**src/design/hcvl_pkg.sv**
```systemverilog
// Shared types, codes and position-mapping functions for the Hamming codec.
package hcvl_pkg;

  localparam int MAX_CODE_BITS = 64;
  localparam int DATA_W        = 57;
  localparam int CODE_W        = 64;
  localparam int SYN_W         = 7;
  localparam int NBITS_W       = 6;
  localparam int CFG_IDX_W     = 1;
  localparam int CFG_DATA_W    = 6;

  localparam logic [CFG_IDX_W-1:0] REG_DATA_BITS  = 1'b0;
  localparam logic [CFG_IDX_W-1:0] REG_PARITY_ODD = 1'b1;

  localparam logic MODE_ENCODE = 1'b0;
  localparam logic MODE_DECODE = 1'b1;

  typedef enum logic [1:0] {
    ST_OK            = 2'd0,
    ST_CORRECTED     = 2'd1,
    ST_UNCORRECTABLE = 2'd2
  } status_t;

  typedef struct packed {
    logic [2:0]       p;
    logic [SYN_W-1:0] len;
  } len_cfg_t;

  // least p with n + p + 1 <= 2^p
  function automatic logic [2:0] parity_count(logic [SYN_W-1:0] n);
    logic [2:0] p;
    p = 3'd1;
    for (int i = 0; i < 7; i++) begin
      if (8'({1'b0, n}) + 8'(p) + 8'd1 > (8'd1 << p)) begin
        p = p + 3'd1;
      end
    end
    return p;
  endfunction

  function automatic len_cfg_t derive_len(logic [NBITS_W-1:0] v);
    logic [SYN_W-1:0] n;
    logic [2:0]       p;
    len_cfg_t         r;
    n = (v == '0) ? SYN_W'(1) : SYN_W'(v);
    p = parity_count(n);
    // shrink the data length until the codeword fits
    for (int i = 0; i < 8; i++) begin
      if (n > SYN_W'(1) && 8'(n) + 8'(p) > 8'(MAX_CODE_BITS)) begin
        n = n - SYN_W'(1);
        p = parity_count(n);
      end
    end
    r.p   = p;
    r.len = n + SYN_W'(p);
    return r;
  endfunction

  function automatic logic [CODE_W-1:0] len_mask(logic [SYN_W-1:0] len);
    logic [CODE_W-1:0] m;
    for (int j = 1; j <= CODE_W; j++) begin
      m[j-1] = (SYN_W'(j) <= len);
    end
    return m;
  endfunction

  function automatic logic [SYN_W-1:0] parity_mask(logic [2:0] p);
    logic [SYN_W-1:0] m;
    for (int k = 0; k < SYN_W; k++) begin
      m[k] = (3'(k) < p);
    end
    return m;
  endfunction

  function automatic logic is_pow2(int j);
    return (j != 0) && ((j & (j - 1)) == 0);
  endfunction

  // place data bits D1.. at the non-power-of-two positions
  function automatic logic [CODE_W-1:0] scatter(logic [DATA_W-1:0] d);
    logic [CODE_W-1:0] cw;
    int                idx;
    cw  = '0;
    idx = 0;
    for (int j = 1; j <= CODE_W; j++) begin
      if (!is_pow2(j)) begin
        cw[j-1] = d[idx];
        idx++;
      end
    end
    return cw;
  endfunction

  function automatic logic [DATA_W-1:0] gather(logic [CODE_W-1:0] cw);
    logic [DATA_W-1:0] d;
    int                idx;
    d   = '0;
    idx = 0;
    for (int j = 1; j <= CODE_W; j++) begin
      if (!is_pow2(j)) begin
        d[idx] = cw[j-1];
        idx++;
      end
    end
    return d;
  endfunction

  // XOR of the positions of all set bits
  function automatic logic [SYN_W-1:0] position_xor(logic [CODE_W-1:0] cw);
    logic [SYN_W-1:0] s;
    s = '0;
    for (int j = 1; j <= CODE_W; j++) begin
      for (int k = 0; k < SYN_W; k++) begin
        if (((j >> k) & 1) == 1) begin
          s[k] = s[k] ^ cw[j-1];
        end
      end
    end
    return s;
  endfunction

endpackage

```
**src/design/hcvl_in_if.sv**
```systemverilog
// Request channel of the Hamming codec: valid/ready with mode, data and codeword.
interface hcvl_in_if
  import hcvl_pkg::*;
();

  logic              valid;
  logic              ready;
  logic              mode;
  logic [DATA_W-1:0] data_in;
  logic [CODE_W-1:0] code_in;

  modport source (output valid, output mode, output data_in, output code_in, input ready);
  modport sink   (input valid, input mode, input data_in, input code_in, output ready);
endinterface

```
**src/design/hcvl_out_if.sv**
```systemverilog
// Result channel of the Hamming codec: valid/ready with codeword, data, syndrome, status.
interface hcvl_out_if
  import hcvl_pkg::*;
();

  logic              valid;
  logic              ready;
  logic [CODE_W-1:0] codeword;
  logic [DATA_W-1:0] data_out;
  logic [SYN_W-1:0]  syndrome;
  logic [1:0]        status;

  modport source (output valid, output codeword, output data_out, output syndrome,
                  output status, input ready);
  modport sink   (input valid, input codeword, input data_out, input syndrome,
                  input status, output ready);
endinterface

```
**src/design/hamming_codec_variable_length.sv**
```systemverilog
// Hamming single-error-correcting codec with configurable data length and parity sense.
// Each request is captured in an input register, encoded or checked/corrected by XOR
// trees in the next cycle, and held in a result register until taken. One request is
// accepted per cycle while the result side does not stall. A stall on the result side
// holds both stages. data_bits and parity_odd are written through the cfg port; the
// user must write them only while no request is in flight (the block does not enforce
// this). The parity count, codeword length and masks are derived at write time
// (data_bits 0 acts as 1, above 57 acts as 57).
module hamming_codec_variable_length
  import hcvl_pkg::*;
(
  input  logic                  clk,
  input  logic                  rst_n,
  input  logic                  cfg_we,
  input  logic [CFG_IDX_W-1:0]  cfg_index,
  input  logic [CFG_DATA_W-1:0] cfg_wdata,
  hcvl_in_if.sink               in_ch,
  hcvl_out_if.source            out_ch
);

  localparam len_cfg_t RST_LEN = derive_len(NBITS_W'(4));

  // derived configuration
  logic              parity_odd_r;
  logic [SYN_W-1:0]  len_r;
  logic [SYN_W-1:0]  pmask_r;
  logic [CODE_W-1:0] lmask_r;
  len_cfg_t          cfg_len;

  assign cfg_len = derive_len(cfg_wdata);

  always_ff @(posedge clk) begin
    if (!rst_n) begin
      parity_odd_r <= 1'b0;
      len_r        <= RST_LEN.len;
      pmask_r      <= parity_mask(RST_LEN.p);
      lmask_r      <= len_mask(RST_LEN.len);
    end else if (cfg_we) begin
      if (cfg_index == REG_DATA_BITS) begin
        len_r   <= cfg_len.len;
        pmask_r <= parity_mask(cfg_len.p);
        lmask_r <= len_mask(cfg_len.len);
      end else begin
        parity_odd_r <= cfg_wdata[0];
      end
    end
  end

  // pipeline control
  logic s1_valid_r;
  logic out_valid_r;
  logic adv1;
  logic adv2;

  assign adv2        = !out_valid_r || out_ch.ready;
  assign adv1        = !s1_valid_r || adv2;
  assign in_ch.ready = adv1;

  always_ff @(posedge clk) begin
    if (!rst_n) begin
      s1_valid_r  <= 1'b0;
      out_valid_r <= 1'b0;
    end else begin
      if (adv1) begin
        s1_valid_r <= in_ch.valid;
      end
      if (adv2) begin
        out_valid_r <= s1_valid_r;
      end
    end
  end

  // input register
  logic              s1_mode_r;
  logic [DATA_W-1:0] s1_data_r;
  logic [CODE_W-1:0] s1_code_r;

  always_ff @(posedge clk) begin
    if (adv1 && in_ch.valid) begin
      s1_mode_r <= in_ch.mode;
      s1_data_r <= in_ch.data_in;
      s1_code_r <= in_ch.code_in;
    end
  end

  // encode / check-and-correct
  logic [SYN_W-1:0]  flip;
  logic [CODE_W-1:0] enc_cw;
  logic [SYN_W-1:0]  enc_par;
  logic [CODE_W-1:0] dec_in;
  logic [SYN_W-1:0]  dec_syn;
  logic [CODE_W-1:0] dec_cw;
  status_t           dec_status;
  logic [CODE_W-1:0] res_cw;
  logic [SYN_W-1:0]  res_syn;
  status_t           res_status;

  assign flip = parity_odd_r ? pmask_r : '0;

  always_comb begin
    enc_cw  = scatter(s1_data_r) & lmask_r;
    enc_par = (position_xor(enc_cw) ^ flip) & pmask_r;
    for (int k = 0; k < SYN_W; k++) begin
      enc_cw[(1 << k) - 1] = enc_cw[(1 << k) - 1] | enc_par[k];
    end
  end

  always_comb begin
    dec_in  = s1_code_r & lmask_r;
    dec_syn = (position_xor(dec_in) ^ flip) & pmask_r;
    dec_cw  = dec_in;
    if (dec_syn == '0) begin
      dec_status = ST_OK;
    end else if (dec_syn > len_r) begin
      dec_status = ST_UNCORRECTABLE;
    end else begin
      dec_status = ST_CORRECTED;
      for (int j = 1; j <= CODE_W; j++) begin
        if (dec_syn == SYN_W'(j)) begin
          dec_cw[j-1] = ~dec_in[j-1];
        end
      end
    end
  end

  always_comb begin
    if (s1_mode_r == MODE_DECODE) begin
      res_cw     = dec_cw;
      res_syn    = dec_syn;
      res_status = dec_status;
    end else begin
      res_cw     = enc_cw;
      res_syn    = '0;
      res_status = ST_OK;
    end
  end

  // result register
  logic [CODE_W-1:0] out_cw_r;
  logic [DATA_W-1:0] out_data_r;
  logic [SYN_W-1:0]  out_syn_r;
  status_t           out_status_r;

  always_ff @(posedge clk) begin
    if (adv2 && s1_valid_r) begin
      out_cw_r     <= res_cw;
      out_data_r   <= gather(res_cw);
      out_syn_r    <= res_syn;
      out_status_r <= res_status;
    end
  end

  assign out_ch.valid    = out_valid_r;
  assign out_ch.codeword = out_cw_r;
  assign out_ch.data_out = out_data_r;
  assign out_ch.syndrome = out_syn_r;
  assign out_ch.status   = out_status_r;

endmodule
```
**src/flat_wrapper.sv**
```systemverilog
// flat-port wrapper written by rule: the top's interface ports become plain ports
module hamming_codec_variable_length_flat import hcvl_pkg::*;
  (clk, rst_n, cfg_we, cfg_index, cfg_wdata, in_ch_valid, in_ch_mode, in_ch_data_in, in_ch_code_in, in_ch_ready, out_ch_valid, out_ch_codeword, out_ch_data_out, out_ch_syndrome, out_ch_status, out_ch_ready);
  hcvl_in_if in_ch_i ();
  hcvl_out_if out_ch_i ();
  input  logic clk;
  input  logic rst_n;
  input  logic cfg_we;
  input  logic [CFG_IDX_W-1:0] cfg_index;
  input  logic [CFG_DATA_W-1:0] cfg_wdata;
  input wire logic [$bits(in_ch_i.valid)-1:0] in_ch_valid;
  input wire logic [$bits(in_ch_i.mode)-1:0] in_ch_mode;
  input wire logic [$bits(in_ch_i.data_in)-1:0] in_ch_data_in;
  input wire logic [$bits(in_ch_i.code_in)-1:0] in_ch_code_in;
  output wire logic [$bits(in_ch_i.ready)-1:0] in_ch_ready;
  output wire logic [$bits(out_ch_i.valid)-1:0] out_ch_valid;
  output wire logic [$bits(out_ch_i.codeword)-1:0] out_ch_codeword;
  output wire logic [$bits(out_ch_i.data_out)-1:0] out_ch_data_out;
  output wire logic [$bits(out_ch_i.syndrome)-1:0] out_ch_syndrome;
  output wire logic [$bits(out_ch_i.status)-1:0] out_ch_status;
  input wire logic [$bits(out_ch_i.ready)-1:0] out_ch_ready;
  assign in_ch_i.valid = in_ch_valid;
  assign in_ch_i.mode = in_ch_mode;
  assign in_ch_i.data_in = in_ch_data_in;
  assign in_ch_i.code_in = in_ch_code_in;
  assign in_ch_ready = in_ch_i.ready;
  assign out_ch_valid = out_ch_i.valid;
  assign out_ch_codeword = out_ch_i.codeword;
  assign out_ch_data_out = out_ch_i.data_out;
  assign out_ch_syndrome = out_ch_i.syndrome;
  assign out_ch_status = out_ch_i.status;
  assign out_ch_i.ready = out_ch_ready;
  hamming_codec_variable_length u_core (.clk(clk), .rst_n(rst_n), .cfg_we(cfg_we), .cfg_index(cfg_index), .cfg_wdata(cfg_wdata), .in_ch(in_ch_i), .out_ch(out_ch_i));
endmodule
```
**config.mk**
```make
export PLATFORM = sky130hd
export DESIGN_NAME = hamming_codec_variable_length_flat
export DESIGN_NICKNAME = d
export VERILOG_FILES = /design/src/design/hcvl_pkg.sv /design/src/design/hcvl_in_if.sv /design/src/design/hcvl_out_if.sv /design/src/design/hamming_codec_variable_length.sv /design/src/flat_wrapper.sv
export SDC_FILE = /design/constraint.sdc
export NUM_CORES = 1
export LEC_CHECK = 0
export BUFFER_PORTS_ARGS = -buffer_cell sky130_fd_sc_hd__buf_4
export CAP_MARGIN = 20
export CELL_PAD_IN_SITES_DETAIL_PLACEMENT = 0
export CELL_PAD_IN_SITES_GLOBAL_PLACEMENT = 1
export CORE_ASPECT_RATIO = 0.7
export CORE_UTILIZATION = 45
export CTS_BUF_LIST = sky130_fd_sc_hd__clkbuf_8
export CTS_CLUSTER_DIAMETER = 200
export DETAILED_ROUTE_END_ITERATION = 8
export PLACE_DENSITY_LB_ADDON = 0.1
export SYNTH_ARGS = -nofsm -noshare
export SYNTH_HDL_FRONTEND = slang
export SYNTH_SLANG_ARGS = --single-unit
```
**constraint.sdc**
```tcl
create_clock -name clk -period 267.1 [get_ports clk]
set_input_delay 40.065 -clock clk [delete_from_list [all_inputs] [get_ports clk]]
set_output_delay 40.065 -clock clk [all_outputs]
set_load 0.005 [all_outputs]
```
Yosys cells after proc, flatten, opt, wreduce, memory -nomap -nowiden
Cells that the tools add are included.
{"block": "totals", "reg_bits": 333, "latch_bits": 0, "mem_bits_rw": 0, "rom_bits": 0, "output_inout_bits": 132, "mem_count": 0}
{"block": "op_classes", "n_addsub": 252, "n_mul": 0, "div": 0, "n_lt_le_gt_ge": 263, "n_eq_ne": 64, "n_shift": 54, "n_mux": 477, "n_bitwise": 451, "reduce_logical": 75}
{"cell": "57-bit bitwise mux", "count": 56}
{"cell": "57-bit 2-to-1 mux", "count": 55}
{"cell": "32-bit by 1-bit greater-or-equal comparator with 1-bit output (second input constant)", "count": 56}
{"cell": "32-bit by 8-bit less-than comparator with 1-bit output (second input constant)", "count": 56}
{"cell": "32-bit 2-to-1 mux", "count": 56}
{"cell": "32-bit by 2-bit adder with 32-bit output (second input constant)", "count": 55}
{"cell": "8-bit by 1-bit adder with 8-bit output (second input constant)", "count": 63}
{"cell": "7-bit by 3-bit adder with 8-bit output", "count": 61}
{"cell": "8-bit > comparator", "count": 54}
{"cell": "1-bit by 3-bit << shifter with 8-bit output (first input constant)", "count": 53}
{"cell": "1-bit XOR", "count": 372}
{"cell": "1-bit demux with 6-bit select", "count": 56}
{"cell": "3-bit 2-to-1 mux", "count": 110}
{"cell": "7-bit by 6-bit equality test with 1-bit output (second input constant)", "count": 32}
{"cell": "6-bit by 7-bit less-or-equal comparator with 1-bit output (first input constant)", "count": 32}
{"cell": "64-bit 2-to-1 mux", "count": 3}
{"cell": "3-bit by 1-bit adder with 3-bit output (second input constant)", "count": 53}
{"cell": "1-bit 2-to-1 mux", "count": 121}
{"cell": "7-bit by 5-bit equality test with 1-bit output (second input constant)", "count": 16}
{"cell": "5-bit by 7-bit less-or-equal comparator with 1-bit output (first input constant)", "count": 16}
{"cell": "7-bit by 1-bit adder with 8-bit output (second input constant)", "count": 9}
{"cell": "8-bit by 2-bit > comparator with 1-bit output (second input constant)", "count": 9}
{"cell": "1-bit logical AND", "count": 66}
{"cell": "1-bit NOT", "count": 66}
{"cell": "35 further kinds", "count": 110}

Depth between registers and ports, before layout
Gate-level depths: netlist of the first run.
{"block": "logic_depth", "word_depth": 304, "ltp_mapped": 499}

Least setup slack after synthesis of the first run
No wires, ideal clock.
{"block": "synth_path", "path_kind": "input -> register", "from": "input port cfg_wdata[1]", "to": "register u_core.lmask_r[23]", "setup_time_ns": 0.119, "arrival_ns": 127.554, "t_required_ns": 266.981, "path_slack_ns": 139.427, "stages": 464, "n_path_buf": 10, "path_cell_list": "inv_1 -> a21o_2 -> inv_1 -> ha_1 -> o21ai_0 -> or3_1 -> ha_1 -> fa_1 -> xnor2_1 -> ha_1 -> nor2b_1 -> o21ai_0 -> and3_1 -> inv_1 -> ha_1 -> ha_1 -> fa_1 -> inv_1 -> [428 not listed] -> a21o_1 -> a21oi_1 -> o21ai_0 -> o21a_1 -> nand2_1 -> a21oi_1 -> o21bai_1 -> nor2_1 -> inv_1 -> ha_1 -> a21o_1 -> a21oi_1 -> a2111oi_2 -> xnor2_1 -> clkbuf_1 -> nand2_1 -> clkbuf_1 -> o221a_2"}
{"block": "synth_between", "elab_chain_len": 192, "word_cells_on_any_way": 468}
{"item": "start: declaration", "line_no": "flat_wrapper.sv:10", "source": "input logic [CFG_DATA_W-1:0] cfg_wdata;"}
{"item": "6-bit zero test", "line_no": "hcvl_pkg.sv:45", "source": "n = (v == '0) ? SYN_W'(1) : SYN_W'(v);"}
{"item": "6-bit 2-to-1 mux *", "line_no": "hcvl_pkg.sv:45"}
{"item": "7-bit by 1-bit adder with 8-bit output", "line_no": "hcvl_pkg.sv:34", "source": "if (8'({1'b0, n}) + 8'(p) + 8'd1 > (8'd1 << p)) begin"}
{"item": "8-bit by 1-bit adder with 8-bit output", "line_no": "hcvl_pkg.sv:34"}
{"item": "8-bit by 2-bit > comparator with 1-bit output", "line_no": "hcvl_pkg.sv:34"}
{"item": "2-bit 2-to-1 mux", "line_no": "hcvl_pkg.sv:34"}
{"item": "7-bit by 2-bit adder with 8-bit output", "line_no": "hcvl_pkg.sv:34"}
{"item": "8-bit by 1-bit adder with 8-bit output", "line_no": "hcvl_pkg.sv:34"}
{"item": "[176 not listed]"}
{"item": "3-bit 2-to-1 mux", "line_no": "hcvl_pkg.sv:49", "source": "if (n > SYN_W'(1) && 8'(n) + 8'(p) > 8'(MAX_CODE_BITS)) begin"}
{"item": "7-bit by 3-bit adder with 8-bit output", "line_no": "hcvl_pkg.sv:34"}
{"item": "8-bit by 1-bit adder with 8-bit output", "line_no": "hcvl_pkg.sv:34"}
{"item": "8-bit > comparator", "line_no": "hcvl_pkg.sv:34"}
{"item": "3-bit 2-to-1 mux", "line_no": "hcvl_pkg.sv:34"}
{"item": "3-bit 2-to-1 mux", "line_no": "hcvl_pkg.sv:49"}
{"item": "7-bit by 3-bit adder with 7-bit output *", "line_no": "hcvl_pkg.sv:55", "source": "r.len = n + SYN_W'(p);"}
{"item": "5-bit by 7-bit less-or-equal comparator with 1-bit output *", "line_no": "hcvl_pkg.sv:62", "source": "m[j-1] = (SYN_W'(j) <= len);"}
{"item": "end signal: assignment", "line_no": "hamming_codec_variable_length.sv:37", "source": "lmask_r <= len_mask(RST_LEN.len);"}
{"item": "end signal: assignment", "line_no": "hamming_codec_variable_length.sv:42", "source": "lmask_r <= len_mask(cfg_len.len);"}
{"item": "end: declaration", "line_no": "hamming_codec_variable_length.sv:27", "source": "logic [CODE_W-1:0] lmask_r;"}
Every way passes the cells marked *; elsewhere a longest branch is shown, timed or not. The select of a mux whose other input is x is not followed.
A chain may end at the register's enable or synchronous reset.

Final worst setup path of the first run
{"block": "layout_path", "from": "input port cfg_wdata[3]", "to": "register u_core.lmask_r[37]"}
{"block": "layout_between", "elab_chain_len": 192, "word_cells_on_any_way": 468}
{"item": "6-bit zero test", "line_no": "hcvl_pkg.sv:45"}
{"item": "6-bit 2-to-1 mux *", "line_no": "hcvl_pkg.sv:45"}
{"item": "7-bit by 1-bit adder with 8-bit output", "line_no": "hcvl_pkg.sv:34"}
{"item": "8-bit by 1-bit adder with 8-bit output", "line_no": "hcvl_pkg.sv:34"}
{"item": "8-bit by 2-bit > comparator with 1-bit output", "line_no": "hcvl_pkg.sv:34"}
{"item": "2-bit 2-to-1 mux", "line_no": "hcvl_pkg.sv:34"}
{"item": "7-bit by 2-bit adder with 8-bit output", "line_no": "hcvl_pkg.sv:34"}
{"item": "8-bit by 1-bit adder with 8-bit output", "line_no": "hcvl_pkg.sv:34"}
{"item": "[176 not listed]"}
{"item": "3-bit 2-to-1 mux", "line_no": "hcvl_pkg.sv:49"}
{"item": "7-bit by 3-bit adder with 8-bit output", "line_no": "hcvl_pkg.sv:34"}
{"item": "8-bit by 1-bit adder with 8-bit output", "line_no": "hcvl_pkg.sv:34"}
{"item": "8-bit > comparator", "line_no": "hcvl_pkg.sv:34"}
{"item": "3-bit 2-to-1 mux", "line_no": "hcvl_pkg.sv:34"}
{"item": "3-bit 2-to-1 mux", "line_no": "hcvl_pkg.sv:49"}
{"item": "7-bit by 3-bit adder with 7-bit output *", "line_no": "hcvl_pkg.sv:55"}
{"item": "6-bit by 7-bit less-or-equal comparator with 1-bit output *", "line_no": "hcvl_pkg.sv:62"}
Marked as above.

==> results of run 1 <==
## worst max-delay path: cells and delay by family
family	cells	cell delay [ns]
adder cells (fa/ha/maj)	106	35.83
multiplexers	7	2.68
AO/OA/AOI/OAI	151	28.52
XOR/XNOR	35	8.94
AND/OR/NAND/NOR	105	17.02
buffers and inverters	51	6.88
## cell usage after synthesis (102+ instances only)
cell type / count / area share
nor2_1: 258 / 0.024
nand2_1: 561 / 0.053
o21ai_0: 301 / 0.038
xor2_1: 102 / 0.023
inv_1: 397 / 0.038
a21oi_1: 291 / 0.037
nand3_1: 114 / 0.014
nor2b_1: 135 / 0.021
xnor2_1: 375 / 0.083
a21o_1: 117 / 0.022
ha_1: 777 / 0.25
edfxtp_1: 195 / 0.15
## per-stage QoR
step	cells	hold slack, ns	worst slack, ns	utilization	area [um^2]
2_1_floorplan	4802	0.436	139.43	-	39900
3_3_place_gp	6105	0.446	129.46	0.495	42900
3_5_place_dp	6105	0.454	128.10	0.495	42900
4_1_cts	6171	0.464	128.46	0.503	43600
5_1_grt	6173	0.496	119.03	0.503	43600
6_report	6175	0.463	127.35	0.503	43600
## worst max-delay path by stage
stage	cells past startpoint	end	slack [ns]	start
4_1_cts	455	u_core.lmask_r[55]$_SDFFE_PN0P_	128.46	cfg_wdata[4]
2_1_floorplan	464	u_core.lmask_r[23]$_SDFFE_PN0P_	139.43	cfg_wdata[1]
3_3_place_gp	453	u_core.lmask_r[37]$_SDFFE_PN0P_	129.46	cfg_wdata[3]
5_1_grt	466	u_core.lmask_r[13]$_SDFFE_PN0P_	119.03	cfg_wdata[4]
3_5_place_dp	451	u_core.lmask_r[8]$_SDFFE_PN0P_	128.10	cfg_wdata[4]
6_report	455	u_core.lmask_r[37]$_SDFFE_PN0P_	127.35	cfg_wdata[3]
## state kept, by name, summed over array words and instances (netlist names)
name,cells
u_core.lmask_r,64
u_core.len_r,7
u_core.out_ch.status,2
u_core.s1_data_r,57
u_core.s1_code_r,64
u_core.out_ch.syndrome,7
u_core.pmask_r,7
u_core.s1_mode_r,1
u_core.s1_valid_r,1
u_core.out_ch.data_out,56
u_core.out_ch.codeword,8
u_core.out_ch.valid,1
u_core.parity_odd_r,1
## cells in the final DEF, fill, tap and decap left out, drive strengths merged, types with 8 or more instances in the layout
cell and n:
o2111ai 10, nor3b 8, edfxtp 195, and3 39
a2111oi 8, nand4 42, or2 11, nand2b 85
o211ai 20, o31ai 16, conb 74, or3 27
a31oi 22, o211a 9, a211oi 33, clkinv 14
a21oi 294, xnor2 379, nor2 263, inv 424
nor2b 135, mux2 22, dfxtp 81, xor2 104
fa 72, o21ai 324, nand2 564, ha 777
o21a 52, o22ai 27, buf 323, and2 52
nor4 17, a21o 120, a32o 48, nor3 55
mux2i 25, clkbuf 41, nand3 114
## area by class of cell
cell class | count | area (um^2)
Inverter | 413 | 1560
Timing Repair Buffer | 324 | 2440
Tap cell | 1150 | 1440
Sequential cell | 276 | 7480
Clock buffer | 40 | 551
Antenna cell | 2 | 5.00
Clock inverter | 26 | 120
Multi-Input combinational cell | 3944 | 30000
Fill cell | 8371 | 43000
## per-layer routing
metal  up-vias  wire [um]  global-route usage
met1     16300      67100               0.468
met3        63      14000              0.0791
met2      1367      46400               0.357
met4         0        823              0.0227
li1      16900          -                   -
met5         -          0                   0
## kinds of logic after synthesis
logic type	count (synthesis)	share of synthesized area
simple gates	1430	0.173
buf+inv	582	0.0623
flops	276	0.189
compound gates	1057	0.171
fa+ha+maj	849	0.282
xor+xnor	487	0.111
mux	47	0.0126
other cells	1	0.0000947
==> impl_metrics.env, run 1 <==
export IMPL_hold_path_class="reg2reg"
export IMPL_drcViolationCount=0
export IMPL_num_vias=34700
export IMPL_layout_min_cycle_time_ns=139.75
export IMPL_cts_tree="done"
export IMPL_syn_to_final_growth_pct=10.1
export IMPL_drt_wl_total_um=128000
export IMPL_setup_viol=0
export IMPL_syn_avg_cell_area_um2=8.37
export IMPL_skew_ns=0.0405
export IMPL_finalCritPeriodShare=0.523
export IMPL_grt_max_degree=67
export IMPL_crit_path_end_kind="flop"
export IMPL_status="completed"
export IMPL_fmax_mhz=7.16
export IMPL_synth_seq_cells=276
export IMPL_critPathKind="in2reg"
export IMPL_cp_arrival_ns=140.16
export IMPL_grt_pass1_wl_um=196000
export IMPL_avgRoutedWirePerCell_um=20.8
export IMPL_drt_iter0_markers=3580
export IMPL_grt_setup_unrepaired="false"
export IMPL_ff2ff_path_depth=23
export IMPL_tns_ns=0
export IMPL_maxSlewViolCount=0
export IMPL_cp_max_fo=29
export IMPL_vias_per_cell=5.62
export IMPL_relSlewSlack=0.206
export IMPL_drt_pre_antenna_iters=6
export IMPL_io_buffers=265
export IMPL_grt_antenna_before_repair=4
export IMPL_worstReg2RegStart="u_core.lmask_r[38]$_SDFFE_PN0P_"
export IMPL_tightest_slew_ns=1.19
export IMPL_grt_usage=0.282
export IMPL_gp_congestion=1.02
export IMPL_io_pins=266
export IMPL_critical_path_max_stage_delay_ns=0.85
export IMPL_startpoint_type="primary input"
export IMPL_numCtsBuffers=38
export IMPL_clk_latency_ns=0.59
export IMPL_overflow=0
export IMPL_required_ns=267.51
export IMPL_finalNetCount=5980
export IMPL_cts_clk_slew_worst_paths_ns=0.07
export IMPL_hold_depth=2
export IMPL_postCtsSetupBuffers=0
export IMPL_clockRootBuffer="clkbuf_8"
export IMPL_reg2reg_slack_ns=260.70
export IMPL_finalHoldViolCount=0
export IMPL_maxCapViolations=0
export IMPL_synthFlopType="edfxtp_1"
export IMPL_rows=90
export IMPL_cp_slowest_cell="xnor2_1"
export IMPL_die_y_um=250
export IMPL_async_flop_share=0
export IMPL_drive_gt1_frac=0.0987
export IMPL_start_util=0.457
export IMPL_clk_path_buf_depth=3
export IMPL_synthCells=4729
export IMPL_yosysUniqueCellTypes=118
export IMPL_r2r_end="u_core.out_ch.data_out[43]$_DFFE_PP_"
export IMPL_ant_nets=0
export IMPL_ctsHoldBuffers=0
export IMPL_dp_hpwl_um=105000
export IMPL_core_area_mm2=0.0866
export IMPL_min_to="u_core.len_r[3]$_SDFFE_PN0P_"
export IMPL_crit_top_cell="ha_1"
export IMPL_clock_sinks=276
export IMPL_min_from="u_core.len_r[3]$_SDFFE_PN0P_"
export IMPL_yosysSeqAreaShare=0.189
export IMPL_htreeDepth=2
export IMPL_die_area_mm2=0.0892
export IMPL_ys_warn_count=0
export IMPL_die_w_um=357
export IMPL_post_cts_resized=0
export IMPL_netlist_area_mm2=0.0396
export IMPL_synth_edff_count=195
export IMPL_grt_pass1_vias=32300
Power of run 1 is not shown: default switching activity piles up to over one toggle a cycle in this logic, so the estimate is an artifact.
==> run 2, diff against run 1 <==
Settings changed: CORE_UTILIZATION 45 to 44.
Clock period 267.1 ns to 125.5 ns, I/O delays scaled along.
==> impl_metrics.env, run 2 (same netlist as run 1, synthesis figures left out) <==
export IMPL_final_common_cell="ha_1"
export IMPL_clk_latency_ns=0.62
export IMPL_skew_ns=0.0493
export IMPL_top_regs="u_core.lmask_r (64), u_core.s1_code_r (64), u_core.s1_data_r (57)"
export IMPL_critPathKind="in2reg"
export IMPL_maxCapViolations=0
export IMPL_crit_top_cell="ha_1"
export IMPL_diodes=0
export IMPL_min_from="u_core.len_r[6]$_SDFFE_PN0P_"
export IMPL_die_area_mm2=0.0912
export IMPL_finalHoldViolCount=0
export IMPL_hold_path_class="reg2reg"
export IMPL_layout_min_cycle_time_ns=116.95
export IMPL_clock_sinks=276
export IMPL_worstReg2RegStart="u_core.lmask_r[38]$_SDFFE_PN0P_"
export IMPL_cp_max_fo=20
export IMPL_core_area_mm2=0.0886
export IMPL_die_y_um=253
export IMPL_setup_viol=0
export IMPL_startpoint_type="primary input"
export IMPL_cts_tree="done"
export IMPL_grt_setup_unrepaired="false"
export IMPL_clockRootBuffer="clkbuf_8"
export IMPL_multi_input_area_mm2=0.0301
export IMPL_layout_common_cells="ha_1, nand2_1, inv_1"
export IMPL_gp_congestion=0.991
export IMPL_numCtsBuffers=39
export IMPL_register_area_mm2=0.00748
export IMPL_vias_per_cell=5.59
export IMPL_cp_slowest_cell="ha_1"
export IMPL_min_to="u_core.len_r[6]$_SDFFE_PN0P_"
export IMPL_ant_nets=0
export IMPL_grt_antenna_before_repair=0
export IMPL_clk_path_buf_depth=3
export IMPL_num_vias=34600
export IMPL_grt_usage=0.272
export IMPL_fmax_mhz=8.55
export IMPL_io_buffers=265
export IMPL_dp_hpwl_um=103000
export IMPL_reg2reg_slack_ns=119.29
export IMPL_die_w_um=361
export IMPL_cts_clk_slew_worst_paths_ns=0.08
export IMPL_avgRoutedWirePerCell_um=20.6
export IMPL_postCtsSetupBuffers=0
export IMPL_r2r_end="u_core.out_ch.data_out[38]$_DFFE_PP_"
export IMPL_post_cts_resized=0
export IMPL_relSlewSlack=0.176
export IMPL_finalNetCount=5983
export IMPL_start_util=0.447
export IMPL_syn_to_final_growth_pct=10.6
export IMPL_required_ns=125.94
export IMPL_status="completed"
export IMPL_drt_pre_antenna_iters=6
export IMPL_finalCritPeriodShare=0.932
export IMPL_grt_pass1_vias=31800
export IMPL_grt_max_degree=71
export IMPL_drcViolationCount=0
export IMPL_rows=91
export IMPL_htreeDepth=2
export IMPL_grt_pass1_wl_um=193000
export IMPL_drive_gt1_frac=0.102
export IMPL_drt_wl_total_um=128000
export IMPL_crit_path_end_kind="flop"
export IMPL_cp_arrival_ns=117.39
export IMPL_tns_ns=0
export IMPL_critical_path_max_stage_delay_ns=0.59
export IMPL_hold_depth=2
export IMPL_num_fill_cells=8687
export IMPL_maxSlewViolCount=0
export IMPL_io_pins=266
export IMPL_drt_iter0_markers=3526
export IMPL_tightest_slew_ns=1.23
export IMPL_ctsHoldBuffers=0
export IMPL_ff2ff_path_depth=22
export IMPL_overflow=0
run 2: area by class of cell:
class                           instances  area share
Clock buffer                           43      0.0135
Clock inverter                         28     0.00406
Inverter                              413      0.0356
Multi-Input combinational cell       3944       0.687
Sequential cell                       276       0.171
Tap cell                             1162      0.0332
Timing Repair Buffer                  326      0.0561
run 2: critical path, delay by kind of cell:
kind,cells,cell delay [ns]
compound gates,162,29.28
simple gates,96,15.65
mux,10,4.09
buf+inv,51,6.72
xor+xnor,34,7.65
fa+ha+maj,103,35.08
run 2: how the worst max path moves through the flow:
stage | start | end | slack [ns]
2_1_floorplan | cfg_wdata[1] | u_core.lmask_r[23]$_SDFFE_PN0P_ | 19.07
3_3_place_gp | cfg_wdata[5] | u_core.lmask_r[54]$_SDFFE_PN0P_ | 9.47
3_5_place_dp | cfg_wdata[5] | u_core.lmask_r[37]$_SDFFE_PN0P_ | 8.06
4_1_cts | cfg_wdata[5] | u_core.lmask_r[54]$_SDFFE_PN0P_ | 8.38
5_1_grt | cfg_wdata[5] | u_core.lmask_r[37]$_SDFFE_PN0P_ | 0.03
6_report | cfg_wdata[5] | u_core.lmask_r[37]$_SDFFE_PN0P_ | 8.55
run 2: through the flow:
stage          cells  worst slack (ns)  hold WS [ns]  utilization  cell area, um^2
2_1_floorplan   4802             19.07         0.436            -            39900
3_3_place_gp    6116              9.47         0.446        0.484            42900
3_5_place_dp    6116              8.06         0.448        0.484            42900
4_1_cts         6187              8.38         0.457        0.493            43700
5_1_grt         6192            0.0300         0.479        0.494            43800
6_report        6192              8.55         0.456        0.494            43800
run 2: routing by layer:
layer	global-route usage	share of wire	wire length (um)
met5	0	0	0
met4	0.0248	0.0087	1100
met3	0.0608	0.093	11900
met2	0.351	0.37	46900
met1	0.451	0.53	67600
Power of run 2 is left out for the same reason.
